File: src/hdl/pswc_mul.sv
// ----------------------------------------------------------------------------
// pswc_mul
// Shared signed 32 by 32 multiplier with a registered 64-bit product.
// ----------------------------------------------------------------------------
module pswc_mul (
  input  logic               clk,
  input  logic signed [31:0] op_a,
  input  logic signed [31:0] op_b,
  output logic signed [63:0] prod_r
);

  always_ff @(posedge clk) begin
    prod_r <= op_a * op_b;
  end

endmodule

File: config.mk
export PLATFORM = sky130hd
export DESIGN_NAME = pswc_mul
export DESIGN_NICKNAME = d
export VERILOG_FILES = /design/src/hdl/pswc_mul.sv
export SDC_FILE = /design/constraint.sdc
export NUM_CORES = 2
export LEC_CHECK = 0
export BUFFER_PORTS_ARGS = -buffer_cell sky130_fd_sc_hd__buf_4
export CAP_MARGIN = 20
export CORE_MARGIN = 4
export CORE_UTILIZATION = 50
export DETAILED_ROUTE_END_ITERATION = 10
export PLACE_DENSITY_LB_ADDON = 0.12
export SYNTH_ARGS = -nofsm -noshare
export SYNTH_HDL_FRONTEND = slang
export SYNTH_SLANG_ARGS = --single-unit
File: constraint.sdc
create_clock -name clk -period 8.4 [get_ports clk]
set_input_delay 0 -clock clk [delete_from_list [all_inputs] [get_ports clk]]
set_output_delay 0 -clock clk [all_outputs]
set_load 0.03 [all_outputs]
==> results.toml <==
[outcome]
status = "finished, final reports clean"

[placed_design]
portBuffers = 128
place_area_um2 = 39100
dp_hpwl_um = 84100
place.gp.congestion = 0.887

[floorplan]
die_area_um2 = 78900
die_w_um = 281
ioPinCount = 129
rows = 99
fp.coreArea_um2 = 73300
die_y_um = 281
initial_core_util = 0.508

[layout]
nets = 5209
regMostFlops = "prod_r"
area_growth_pct = 5.78
drive_above_1_share = 0.0567
design_area_um2 = 39400
post-route-util = 0.537
largest_reg_flops = 64
top_regs = "prod_r: 64 flops"

[logic_synthesis]
yosys_warnings = 0
syn_nets = 5215
yosysSeqAreaShare = 0.0344
async_reset_ff_frac = 0
synth_edf_count = 0
synth.top_cell.area_share = 0.582
ys.flop_type = "dfxtp_1"
yosys.cell_count.top_type = "fa_1"
synth_area_leaders = "fa_1, inv_1, and2_1, ha_1, nand2_1"
synth_area_um2 = 37200
ys_seq_elements = 64
yosysTopAreaCell = "fa_1"
ys_top_cells_by_count = "fa_1, inv_1, and2_1, nand2_1, clkbuf_1"
avgSynthCellArea_um2 = 9.59
ys_types = 63
synthCells = 3884

[timing]
fmax_mhz = 130
fin_crit_sh = 0.914
hold_violations = 0
finalSetupTns_ps = 0
setup_viol = 0
finalMaxSlewViolations = 0
worst_pin_slew_ps = 900
relSlewSlack = 0.397
fin_hold_ws_ps = 264
min_period_ps = 7680
rsz0062_at_grt = "false"

[clock_tree]
clock_sinks = 64
cts_root_buffer = "clkbuf_16"
cts_tree = "built"
clk_pin_slew_worst_paths_ps = 70
clk_path_buf_depth = 2
htreeDepth = 3
cts-buffers-inserted = 9
post_cts_buffers = 0

[routing]
drc = 0
viasPerCell = 5.23
wl_per_cell_um = 21.2
dr_total_vias = 25400
wl_met3_um = 6710
routed.top_layer = "met5"
initialDrtViolationCount = 1291
met1_length_um = 42700
first_pass_iters = 7
routed_wl_um = 102000
route.met2.wl_um = 50000
postRouteAntennaNets = 0

[grt]
grt_usage = 0.281
antenna_found_initial = 8
grt_pass1_vias = 28700
grt_max_degree = 33
gr-total-overflow = 0
grt_pass1_wl_um = 168000

[flow_run]
drv_cap = 0

[setup_path]
cp.arrival_ps = 8000
crit_path_end_kind = "flip-flop"
critPathLaunchType = "primary input"
worstPathRequired_ps = 8730
crit_fanout = 32
crit_type = "in -> reg"

[worst_hold_path]
min_path_type = "in -> reg"
[cell families (layout without fill, tap and decap cells)]
kind of cell / Yosys count / count (layout) / share of synthesized area
AO/OA/AOI/OAI: 193 / 193 / 0.0346
XOR/XNOR: 75 / 75 / 0.0176
adder cells (fa/ha/maj): 1266 / 1266 / 0.643
buffers and inverters: 1152 / 1151 / 0.116
flip-flops: 64 / 64 / 0.0344
other: 0 / 4 / 0
AND/OR/NAND/NOR: 1134 / 1134 / 0.154
[timing repair]
item / CTS / global route
endpoints found under the hold margin: 1 / 0
resized for setup: 0 / 0
hold buffers: 1 / 0
[worst paths after layout]
path / start / end / slack [ps] / depth (start not counted)
setup / recovery: op_a[20] / prod_r[61] / 720 / 23
hold / removal: op_b[0] / prod_r[0] / 260 / 3
[layout make-up]
cell class                 instances  area, um^2
timing repair buffer             183        1380
clock buffer                      10         229
inverter                         952        3570
tap                              959        1200
multi-input combinational       2668       31600
sequential                        64        1280
clock inverter                     6        92.6
fill                            6824       33900
antenna                            4        10.0
[worst max-delay path, stage by stage]
cell and delay (ps):
buf_4 400, and2_1 230, fa_1 470, fa_1 570, inv_1 60, fa_1 490, fa_1 520, inv_1 50
fa_1 620, fa_1 450, fa_1 400, fa_1 470, ha_1 300, buf_4 170, a21oi_1 330, o21ai_0 140
a21boi_0 450, o21ai_0 360, a211oi_4 500, o21ai_2 190, a221o_1 420, a31oi_1 230, xnor2_1 140
[layout by cell type (no fill, tap or decap), types with 2 or more instances in the layout]
master and n:
o31ai_1 6, o21a_1 4, fa_1 1082, o21ai_2 2
nand4_1 7, clkbuf_16 9, buf_4 182, xnor2_1 53
a211oi_1 4, nor2b_1 3, bufinv_16 2, xor2_1 22
a21o_2 2, o22a_1 2, nor3_1 6, and2_1 516
a21o_1 23, nand3_1 15, dfxtp_1 64, inv_1 952
o211ai_1 3, clkinvlp_4 2, and4_1 3, o21ai_0 28
and3_1 7, nand2_1 511, nor2_1 42, or3_1 4
diode_2 4, a21oi_1 68, a31oi_1 12, ha_1 184
a21boi_0 3, a211oi_2 3, o21bai_1 15, nand2b_1 9
[routing by layer]
layer  up-vias  track usage
li1      11000            -
met1     13400        0.386
met2       752        0.465
met3       148       0.0496
met4         8       0.0750
met5         -            0
[per-stage QoR]
stage	std cells	setup WS [ps]
floorplan	3884	1140
global placement	4825	397
detailed placement	4825	392
CTS	4842	745
global route	4843	317
finish	4846	721
Power is not shown: default switching activity piles up to over one toggle a cycle in this logic, so the estimate is an artifact.
