## src/hdl/pswc_pkg.sv

```systemverilog
// ----------------------------------------------------------------------------
// pswc_pkg
// Types, codes, sine table and helper function of the column walker.
// ----------------------------------------------------------------------------
package pswc_pkg;

  localparam int SineEntries = 64;

  localparam logic signed [11:0] SINE_TBL [0:SineEntries] = '{
    12'sd0, 12'sd100, 12'sd200, 12'sd297, 12'sd392, 12'sd483, 12'sd569, 12'sd650,
    12'sd724, 12'sd792, 12'sd851, 12'sd903, 12'sd946, 12'sd980, 12'sd1004, 12'sd1019,
    12'sd1024, 12'sd1019, 12'sd1004, 12'sd980, 12'sd946, 12'sd903, 12'sd851, 12'sd792,
    12'sd724, 12'sd650, 12'sd569, 12'sd483, 12'sd392, 12'sd297, 12'sd200, 12'sd100,
    12'sd0, -12'sd100, -12'sd200, -12'sd297, -12'sd392, -12'sd483, -12'sd569, -12'sd650,
    -12'sd724, -12'sd792, -12'sd851, -12'sd903, -12'sd946, -12'sd980, -12'sd1004,
    -12'sd1019, -12'sd1024, -12'sd1019, -12'sd1004, -12'sd980, -12'sd946, -12'sd903,
    -12'sd851, -12'sd792, -12'sd724, -12'sd650, -12'sd569, -12'sd483, -12'sd392,
    -12'sd297, -12'sd200, -12'sd100, 12'sd0
  };

  localparam logic [9:0] QUARTER_TURN = 10'd256;

  typedef enum logic [2:0] {
    CFG_CAM_DIST  = 3'd0,
    CFG_CAM_FIXED = 3'd1,
    CFG_DISP_TOP  = 3'd2,
    CFG_TILT      = 3'd3,
    CFG_AXIS_LEN  = 3'd4
  } cfg_idx_t;

  typedef enum logic {
    OP_BEGIN   = 1'b0,
    OP_ADVANCE = 1'b1
  } op_t;

  typedef enum logic [4:0] {
    ST_IDLE, ST_B_TILT, ST_B_ZO, ST_B_LC, ST_B_LS, ST_B_XN,
    ST_B_N1, ST_B_N2, ST_B_D1, ST_B_D2, ST_B_D3,
    ST_FDIV, ST_DIVW, ST_M_SC, ST_SC, ST_RES
  } state_t;

  typedef enum logic [1:0] {
    PH_XP, PH_SRC, PH_SC
  } phase_t;

  typedef struct packed {
    logic               start;
    logic signed [31:0] num;
    logic signed [31:0] den;
  } div_req_t;

  typedef struct packed {
    logic               done;
    logic signed [31:0] quot;
  } div_rsp_t;

  // Interpolated sine in Q10, 1024 steps per turn.
  function automatic logic signed [11:0] sine_lookup(input logic [9:0] ang);
    logic [5:0]         idx;
    logic [3:0]         frac;
    logic signed [11:0] base;
    logic signed [11:0] grad;
    logic signed [16:0] prod;
    logic signed [16:0] bias;
    idx  = ang[9:4];
    frac = ang[3:0];
    base = SINE_TBL[idx];
    grad = SINE_TBL[{1'b0, idx} + 7'd1] - base;
    prod = 17'(grad * $signed({1'b0, frac}));
    bias = prod + (prod[16] ? 17'sd15 : 17'sd0);
    return base + 12'(bias >>> 4);
  endfunction

endpackage

```

## src/hdl/pswc_div.sv

```systemverilog
// ----------------------------------------------------------------------------
// pswc_div
// Radix-2 restoring signed divider, truncating toward zero. It runs 32
// iteration steps and raises done in the cycle after the last one.
// A zero divisor gives a zero quotient.
// ----------------------------------------------------------------------------
module pswc_div
  import pswc_pkg::*;
(
  input  logic     clk,
  input  logic     rst_n,
  input  div_req_t req,
  output div_rsp_t rsp
);

  logic        busy_r;
  logic        done_r;
  logic [5:0]  cnt_r;
  logic [32:0] rem_r;
  logic [31:0] quo_r;
  logic [31:0] dmag_r;
  logic        neg_r;
  logic        zero_r;
  logic [32:0] shifted;
  logic        fits;

  assign shifted = {rem_r[31:0], quo_r[31]};
  assign fits    = shifted >= {1'b0, dmag_r};

  always_ff @(posedge clk) begin
    if (!rst_n) begin
      busy_r <= 1'b0;
      done_r <= 1'b0;
      cnt_r  <= '0;
    end else begin
      done_r <= 1'b0;
      if (req.start) begin
        busy_r <= 1'b1;
        cnt_r  <= 6'd32;
      end else if (busy_r) begin
        cnt_r <= cnt_r - 6'd1;
        if (cnt_r == 6'd1) begin
          busy_r <= 1'b0;
          done_r <= 1'b1;
        end
      end
    end
  end

  always_ff @(posedge clk) begin
    if (req.start) begin
      quo_r  <= req.num[31] ? 32'(-req.num) : req.num;
      dmag_r <= req.den[31] ? 32'(-req.den) : req.den;
      neg_r  <= req.num[31] ^ req.den[31];
      zero_r <= req.den == 32'sd0;
      rem_r  <= '0;
    end else if (busy_r) begin
      rem_r <= fits ? shifted - {1'b0, dmag_r} : shifted;
      quo_r <= {quo_r[30:0], fits};
    end
  end

  assign rsp.done = done_r;
  assign rsp.quot = zero_r ? 32'sd0 : (neg_r ? $signed(-quo_r) : $signed(quo_r));

endmodule

```

## config.mk

```make
export PLATFORM = sky130hd
export DESIGN_NAME = pswc_div
export DESIGN_NICKNAME = d
export VERILOG_FILES = /design/src/hdl/pswc_pkg.sv /design/src/hdl/pswc_div.sv
export SDC_FILE = /design/constraint.sdc
export NUM_CORES = 1
export LEC_CHECK = 0
export ABC_AREA = 1
export BUFFER_PORTS_ARGS = -buffer_cell sky130_fd_sc_hd__buf_2
export CAP_MARGIN = 0
export CORE_MARGIN = 1
export CORE_UTILIZATION = 50
export CTS_CLUSTER_SIZE = 16
export DETAILED_ROUTE_END_ITERATION = 10
export PLACE_DENSITY_LB_ADDON = 0.05
export SLEW_MARGIN = 30
export SYNTH_ARGS = -nofsm -noshare
export SYNTH_HDL_FRONTEND = slang
export SYNTH_SLANG_ARGS = --single-unit
```

## constraint.sdc

```tcl
create_clock -name clk -period 3.3 [get_ports clk]
set_input_delay 0.66 -clock clk [delete_from_list [all_inputs] [get_ports clk]]
set_output_delay 0.66 -clock clk [all_outputs]
set_load 0.05 [all_outputs]
```

==> results of run 1 <==
-- per-layer routing --
layer  up-vias  track usage
met3        37       0.0506
met5         -            0
li1       5026            -
met4         0       0.0833
met1      4337        0.449
met2       334        0.393
-- sequential cells by signal (all words and copies together), names as in the netlist --
name,count
quo_r,32
busy_r,1
zero_r,1
done_r,1
neg_r,1
rem_r,32
cnt_r,6
dmag_r,32
-- layout make-up --
class	instances	area, um2
Clock buffer	9	225
Tap cell	234	293
Timing Repair Buffer	111	602
Clock inverter	7	91.3
Inverter	279	1050
Multi-Input combinational cell	1108	5560
Sequential cell	106	2780
Fill cell	1891	8100
Antenna cell	1	2.50
-- power groups by stage --
stage | sequential [mW] | clock, mW | combinational, mW
after floorplan | 1.60 | 0 | 0.721
after global placement | 1.64 | 0 | 0.988
after detailed placement | 1.64 | 0 | 0.994
after CTS | 1.61 | 1.22 | 1.00
after global routing | 1.63 | 1.26 | 1.13
final | 1.62 | 1.20 | 1.02
-- Yosys cell counts (4+ instances only) --
library cell    n
o21ai_1        14
xnor2_1        22
nand3b_1       18
nor3_1         31
nand2_2         8
a21oi_1        52
a31oi_1        10
edfxtp_1       66
nand2_1       451
nor4_1          6
nand3_1       136
xor2_1         40
inv_1         273
or2_2           6
a211oi_1        4
nor2_2          8
o21ai_0        66
ha_1           37
o21bai_1        4
inv_2           5
nand4_1        28
dfxtp_1        40
nor2_1        147
clkbuf_1       27
buf_2           7
-- stage by stage --
stage          setup TNS, ps  instance area (um2)
3_5_place_dp               0                10200
6_report                   0                10600
2_1_floorplan              0                 9560
4_1_cts                    0                10500
5_1_grt               -0.110                10600
3_3_place_gp               0                10200
-- worst min path at each step --
stage,to,start,slack (ps)
3_5_place_dp,rem_r[19],rem_r[19],460
2_1_floorplan,rem_r[13],rem_r[13],440
5_1_grt,rem_r[15],rem_r[15],500
3_3_place_gp,rem_r[21],rem_r[21],460
6_report,rem_r[13],rem_r[13],480
4_1_cts,rem_r[19],rem_r[19],470
-- timing repair --
item                       CTS  global route
setup endpoints to repair    2            10
resized for setup            2            11
pin swaps                    0             3
buffers inserted             1             3
-- cell usage in the layout (no fill, tap or decap), types with 36 or more instances in the layout --
| cell | synthesis | final |
|---|---|---|
| a21oi_1 | 52 | 52 |
| ha_1 | 37 | 36 |
| nor2_1 | 147 | 146 |
| buf_2 | 7 | 94 |
| o21ai_0 | 66 | 66 |
| inv_1 | 273 | 272 |
| nand2_1 | 451 | 451 |
| nand3_1 | 136 | 135 |
| xor2_1 | 40 | 40 |
| dfxtp_1 | 40 | 40 |
| edfxtp_1 | 66 | 66 |
-- cell families after synthesis --
family,share of synthesized area
AOI/OAI and AO/OA,0.0859
xor gates and xnor gates,0.0568
DFF,0.291
adders and majority gates,0.0505
buffers and inverters,0.130
and+or+nand+nor,0.386
-- worst reg2reg max path: cells and delay by family, from the launching register on --
kind	cells	cell delay (ps)
adders and majority gates	1	360
AOI/OAI and AO/OA	2	280
buffers and inverters	2	80
and+or+nand+nor	7	1690
DFF	1	330
==> results.yml, run 1 <==
critical_path:
  critical_path_class: "flop to output pin"
  worstPathMaxFanout: 5
  crit_arrival_ps: 2510
  critical_path_buf_inv_count: 4
  cp-start-kind: "flop"
  cp.required_ps: 2640
  max_stage_delay_ps: 420
  cp_num_cells: 11
  cp-startpoint: "quo_r[0]"
  path_delay_family: "buffers and inverters"
  reg2reg_from: "dmag_r[23]"
  crit_path_end_kind: "output pin"
  crit_slowest_cell: "edfxtp_1"
  path_cells: "inv_2 -> ha_2 -> nand3_4 -> nor2_4 -> nand4_1 -> buf_4 -> buf_4 -> nand2_1 -> o21ai_0 -> a21oi_1 -> buf_2"
  r2r_slack_ps: 320
  path_common_cell: "buf_4"
  reg2reg_depth: 12
  crit_end: "rsp[10]"
  r2r_end: "quo_r[0]"
cells_and_area:
  stdcell_count: 1855
  syn_to_final_growth_pct: 11.0
  final_nets: 1720
  final_core_util: 0.567
  drive_gt1_frac: 0.103
floorplan:
  start_util: 0.511
  std_cell_rows: 50
  die_h_um: 140
  die-area_um2: 19700
  die_w_um: 140
  pin_count: 100
  core_area_um2: 18700
detailed_routing:
  drt-pass1-iter-count: 6
  vias: 9734
  routed-wl-met2_mm: 10.7
  dr.first_iter.drc_count: 838
  finalWirelength_mm: 27.7
  ant_nets: 0
  viasPerCell: 5.25
  top_layer: "met4"
  wl_met3_mm: 2.35
  drt-met1-wl_mm: 14.1
  drc: 0
  wl_per_cell_um: 14.9
sta:
  whs_ps: 476
  fin_ws_ps: 134
  skew_ps: 21.3
  setup-violations-final: 0
  period_share: 0.959
  drv_slew: 0
  hold_viol_final: 0
  relSlewSlack: 0.385
  period_needed_ps: 3170
  clock.fmax_mhz: 316
  worst_slew_pin_slew_ps: 920
clock_tree:
  cts_tree: "done"
  clock_path_buffers: 2
  clockRootBuffer: "clkbuf_16"
  cts.htree.levels: 3
  numCtsBuffers: 9
  clk_latency_ps: 380
  cts.sinks: 106
  clkTransAtPathRegs_ps: 80
  postCtsHoldBufs: 0
grt:
  grt_pass1_vias: 8556
  antenna_found_initial: 1
  grt_pass1_wl_mm: 44.1
  track_usage: 0.287
  grt_max_degree: 57
  grt-ovfl-total: 0
power_and_ir_drop:
  p_clk_frac: 0.312
  ir_drop_mv: 0.253
  power_switching_share: 0.364
  power_density_nw_per_um2: 362
  power.total_mw: 3.84
  p_int_mw: 2.44
  leakagePower_nw: 5.49
  comb_power_share: 0.267
  switchingPower_mw: 1.40
  seqPwrFrac: 0.421
synth:
  synth_top_area_frac: 0.207
  synth_seq_cells: 106
  synth_edf_count: 66
  synth_flop_cell: "edfxtp_1"
  synthArstFlopShare: 0
  synth-seq-area-share: 0.291
  synth_nets: 1638
  syn_area_per_cell_um2: 6.24
  yosysWarnings: 0
  ys_types: 41
  yosys.area.top_type: "edfxtp_1"
  synth_area_um2: 9560
  synthTopCellsByArea: "edfxtp_1 21%, nand2_1 18%, inv_1 11%"
  syn_inst: 1533
job:
  maxCapViolCount: 0
run_status:
  status: "finished, final reports clean"
min_path:
  min_path_cells: 2
  hp-class: "flop to flop"
placement:
  hpwl_mm: 21.7
  gp_congestion: 1.00
  port_buffers: 99
  dp.cells: 1834
  place_ws_ps: 366
Power figures use the tool's default switching activity.
==> run 2: changes to the inputs <==
--- a/config.mk
+++ b/config.mk
@@ -13,6 +13,7 @@
 export CTS_CLUSTER_SIZE = 16
 export DETAILED_ROUTE_END_ITERATION = 10
 export PLACE_DENSITY_LB_ADDON = 0.05
+export REMOVE_ABC_BUFFERS = 1
 export SLEW_MARGIN = 30
 export SYNTH_ARGS = -nofsm -noshare
 export SYNTH_HDL_FRONTEND = slang
==> run 2 against run 1 <==
  * Core utilization hardly changed
  * Count of clock-buffer cells in the layout is 2 higher
  * Via count is 1.3% lower
  * Critical path depth is 1 higher
  * Combinational power hardly changed
  * Sequential cell count stayed put
==> results.yml, run 2 (synthesized netlist as in run 1, its figures left out) <==
clock_tree:
  clockRootBuffer: "clkbuf_16"
  cts_tree: "done"
  cts.sinks: 106
  numCtsBuffers: 9
  clkTransAtPathRegs_ps: 70
  clock_path_buffers: 2
  postCtsHoldBufs: 0
  clk_latency_ps: 370
  cts.htree.levels: 3
sta:
  drv_slew: 0
  clock.fmax_mhz: 320
  fin_ws_ps: 178
  relSlewSlack: 0.520
  period_share: 0.946
  setup-violations-final: 0
  whs_ps: 471
  hold_viol_final: 0
  period_needed_ps: 3120
  worst_slew_pin_slew_ps: 719
  skew_ps: 9.48
critical_path:
  cp.required_ps: 2640
  crit_arrival_ps: 2460
  reg2reg_depth: 11
  path_common_cell: "nor2_1"
  reg2reg_from: "dmag_r[31]"
  worstPathMaxFanout: 5
  path_delay_family: "simple AND/OR/NAND/NOR gates"
  critical_path_buf_inv_count: 3
  cp-start-kind: "flop"
  crit_slowest_cell: "edfxtp_1"
  path_cells: "inv_1 -> ha_2 -> nand3_2 -> nor2_4 -> nand4_1 -> buf_4 -> nor3_4 -> nand3_1 -> nand2_1 -> nor2_1 -> nor2_1 -> buf_2"
  critical_path_class: "flop to output pin"
  max_stage_delay_ps: 390
  cp-startpoint: "quo_r[1]"
  cp_num_cells: 12
  crit_path_end_kind: "output pin"
power_and_ir_drop:
  p_int_mw: 2.36
  power_switching_share: 0.360
  ir_drop_mv: 0.259
  p_clk_frac: 0.291
  power.total_mw: 3.69
  power_density_nw_per_um2: 348
  seqPwrFrac: 0.433
  comb_power_share: 0.275
  switchingPower_mw: 1.33
  leakagePower_nw: 5.50
cells_and_area:
  final_nets: 1722
  top_regs: "dmag_r: 32 flops, quo_r: 32 flops, rem_r: 32 flops"
  final_common_cell: "nand2_1"
  drive_gt1_frac: 0.103
  syn_to_final_growth_pct: 10.9
  layout_common_cells: "451 x nand2_1, 273 x inv_1, 146 x nor2_1, 135 x nand3_1, 92 x buf_2"
detailed_routing:
  ant_nets: 0
  wl_per_cell_um: 14.6
  viasPerCell: 5.17
  finalWirelength_mm: 27.0
  drc: 0
  dr.first_iter.drc_count: 544
  drt-pass1-iter-count: 5
  vias: 9607
floorplan:
  pin_count: 100
  core_area_um2: 18700
  die_h_um: 140
  die-area_um2: 19700
  die_w_um: 140
  std_cell_rows: 50
  start_util: 0.511
job:
  maxCapViolCount: 0
min_path:
  min_path_cells: 2
  hp-class: "flop to flop"
  hold_path_startpoint: "rem_r[23]"
grt:
  grt-ovfl-total: 0
  grt_pass1_vias: 8995
  grt_pass1_wl_mm: 44.0
  track_usage: 0.283
  grt_max_degree: 34
  antenna_found_initial: 2
placement:
  gp_congestion: 0.937
  hpwl_mm: 21.5
  port_buffers: 99
  place_ws_ps: 426
run_status:
  status: "finished, final reports clean"
run 2: layout make-up:
type,count,area [um2]
diodes,2,5.00
clock buffers,11,233
clock inverters,5,43.8
fillers,1920,8100
inverters,279,1050
multi-input cells,1108,5570
flip-flops and latches,106,2780
well taps,234,293
repair buffers,113,631
run 2: path summary, 6_finish.rpt:
kind                to  slack (ps)
min reg2reg  rem_r[23]         470
max reg2reg  rem_r[30]         640
max            rsp[24]         180
min          rem_r[23]         470
run 2: repair_timing:
| action | 4_1_cts | 5_1_grt |
|---|---|---|
| gates resized for setup | 0 | 15 |
| buffers inserted | 0 | 1 |
| setup endpoints to repair | 0 | 10 |
run 2: metal layers:
metal,GRT usage,part of all wire
met1,0.354,0.45
met2,0.488,0.47
met3,0.0421,0.048
met4,0.117,0.036
met5,0,0
run 2: worst register-to-register path, cell delays in order (launching register included):
cell and delay [ps]:
edfxtp_1 360, inv_1 60, ha_1 290, inv_1 50
nor2_1 360, nand2_1 190, nor3_2 220, nand2_2 270
nand2_4 420, nand3_1 180, nand2_1 100, nand2_1 50
run 2: per-stage QoR:
step | util | setup TNS (ps) | area [um2] | instances
after floorplan | - | 0 | 9370 | 1493
after global placement | 0.549 | 0 | 10300 | 1839
after detailed placement | 0.549 | 0 | 10300 | 1839
after CTS | 0.564 | 0 | 10500 | 1855
after global routing | 0.567 | -15.3 | 10600 | 1856
final | 0.567 | 0 | 10600 | 1858
run 2: power groups by stage:
stage | sequential, mW | combinational [mW] | clock (mW)
2_1_floorplan | 1.61 | 0.694 | 0
3_3_place_gp | 1.62 | 0.990 | 0
3_5_place_dp | 1.63 | 0.996 | 0
4_1_cts | 1.60 | 0.999 | 1.10
5_1_grt | 1.61 | 1.12 | 1.14
6_report | 1.60 | 1.01 | 1.07
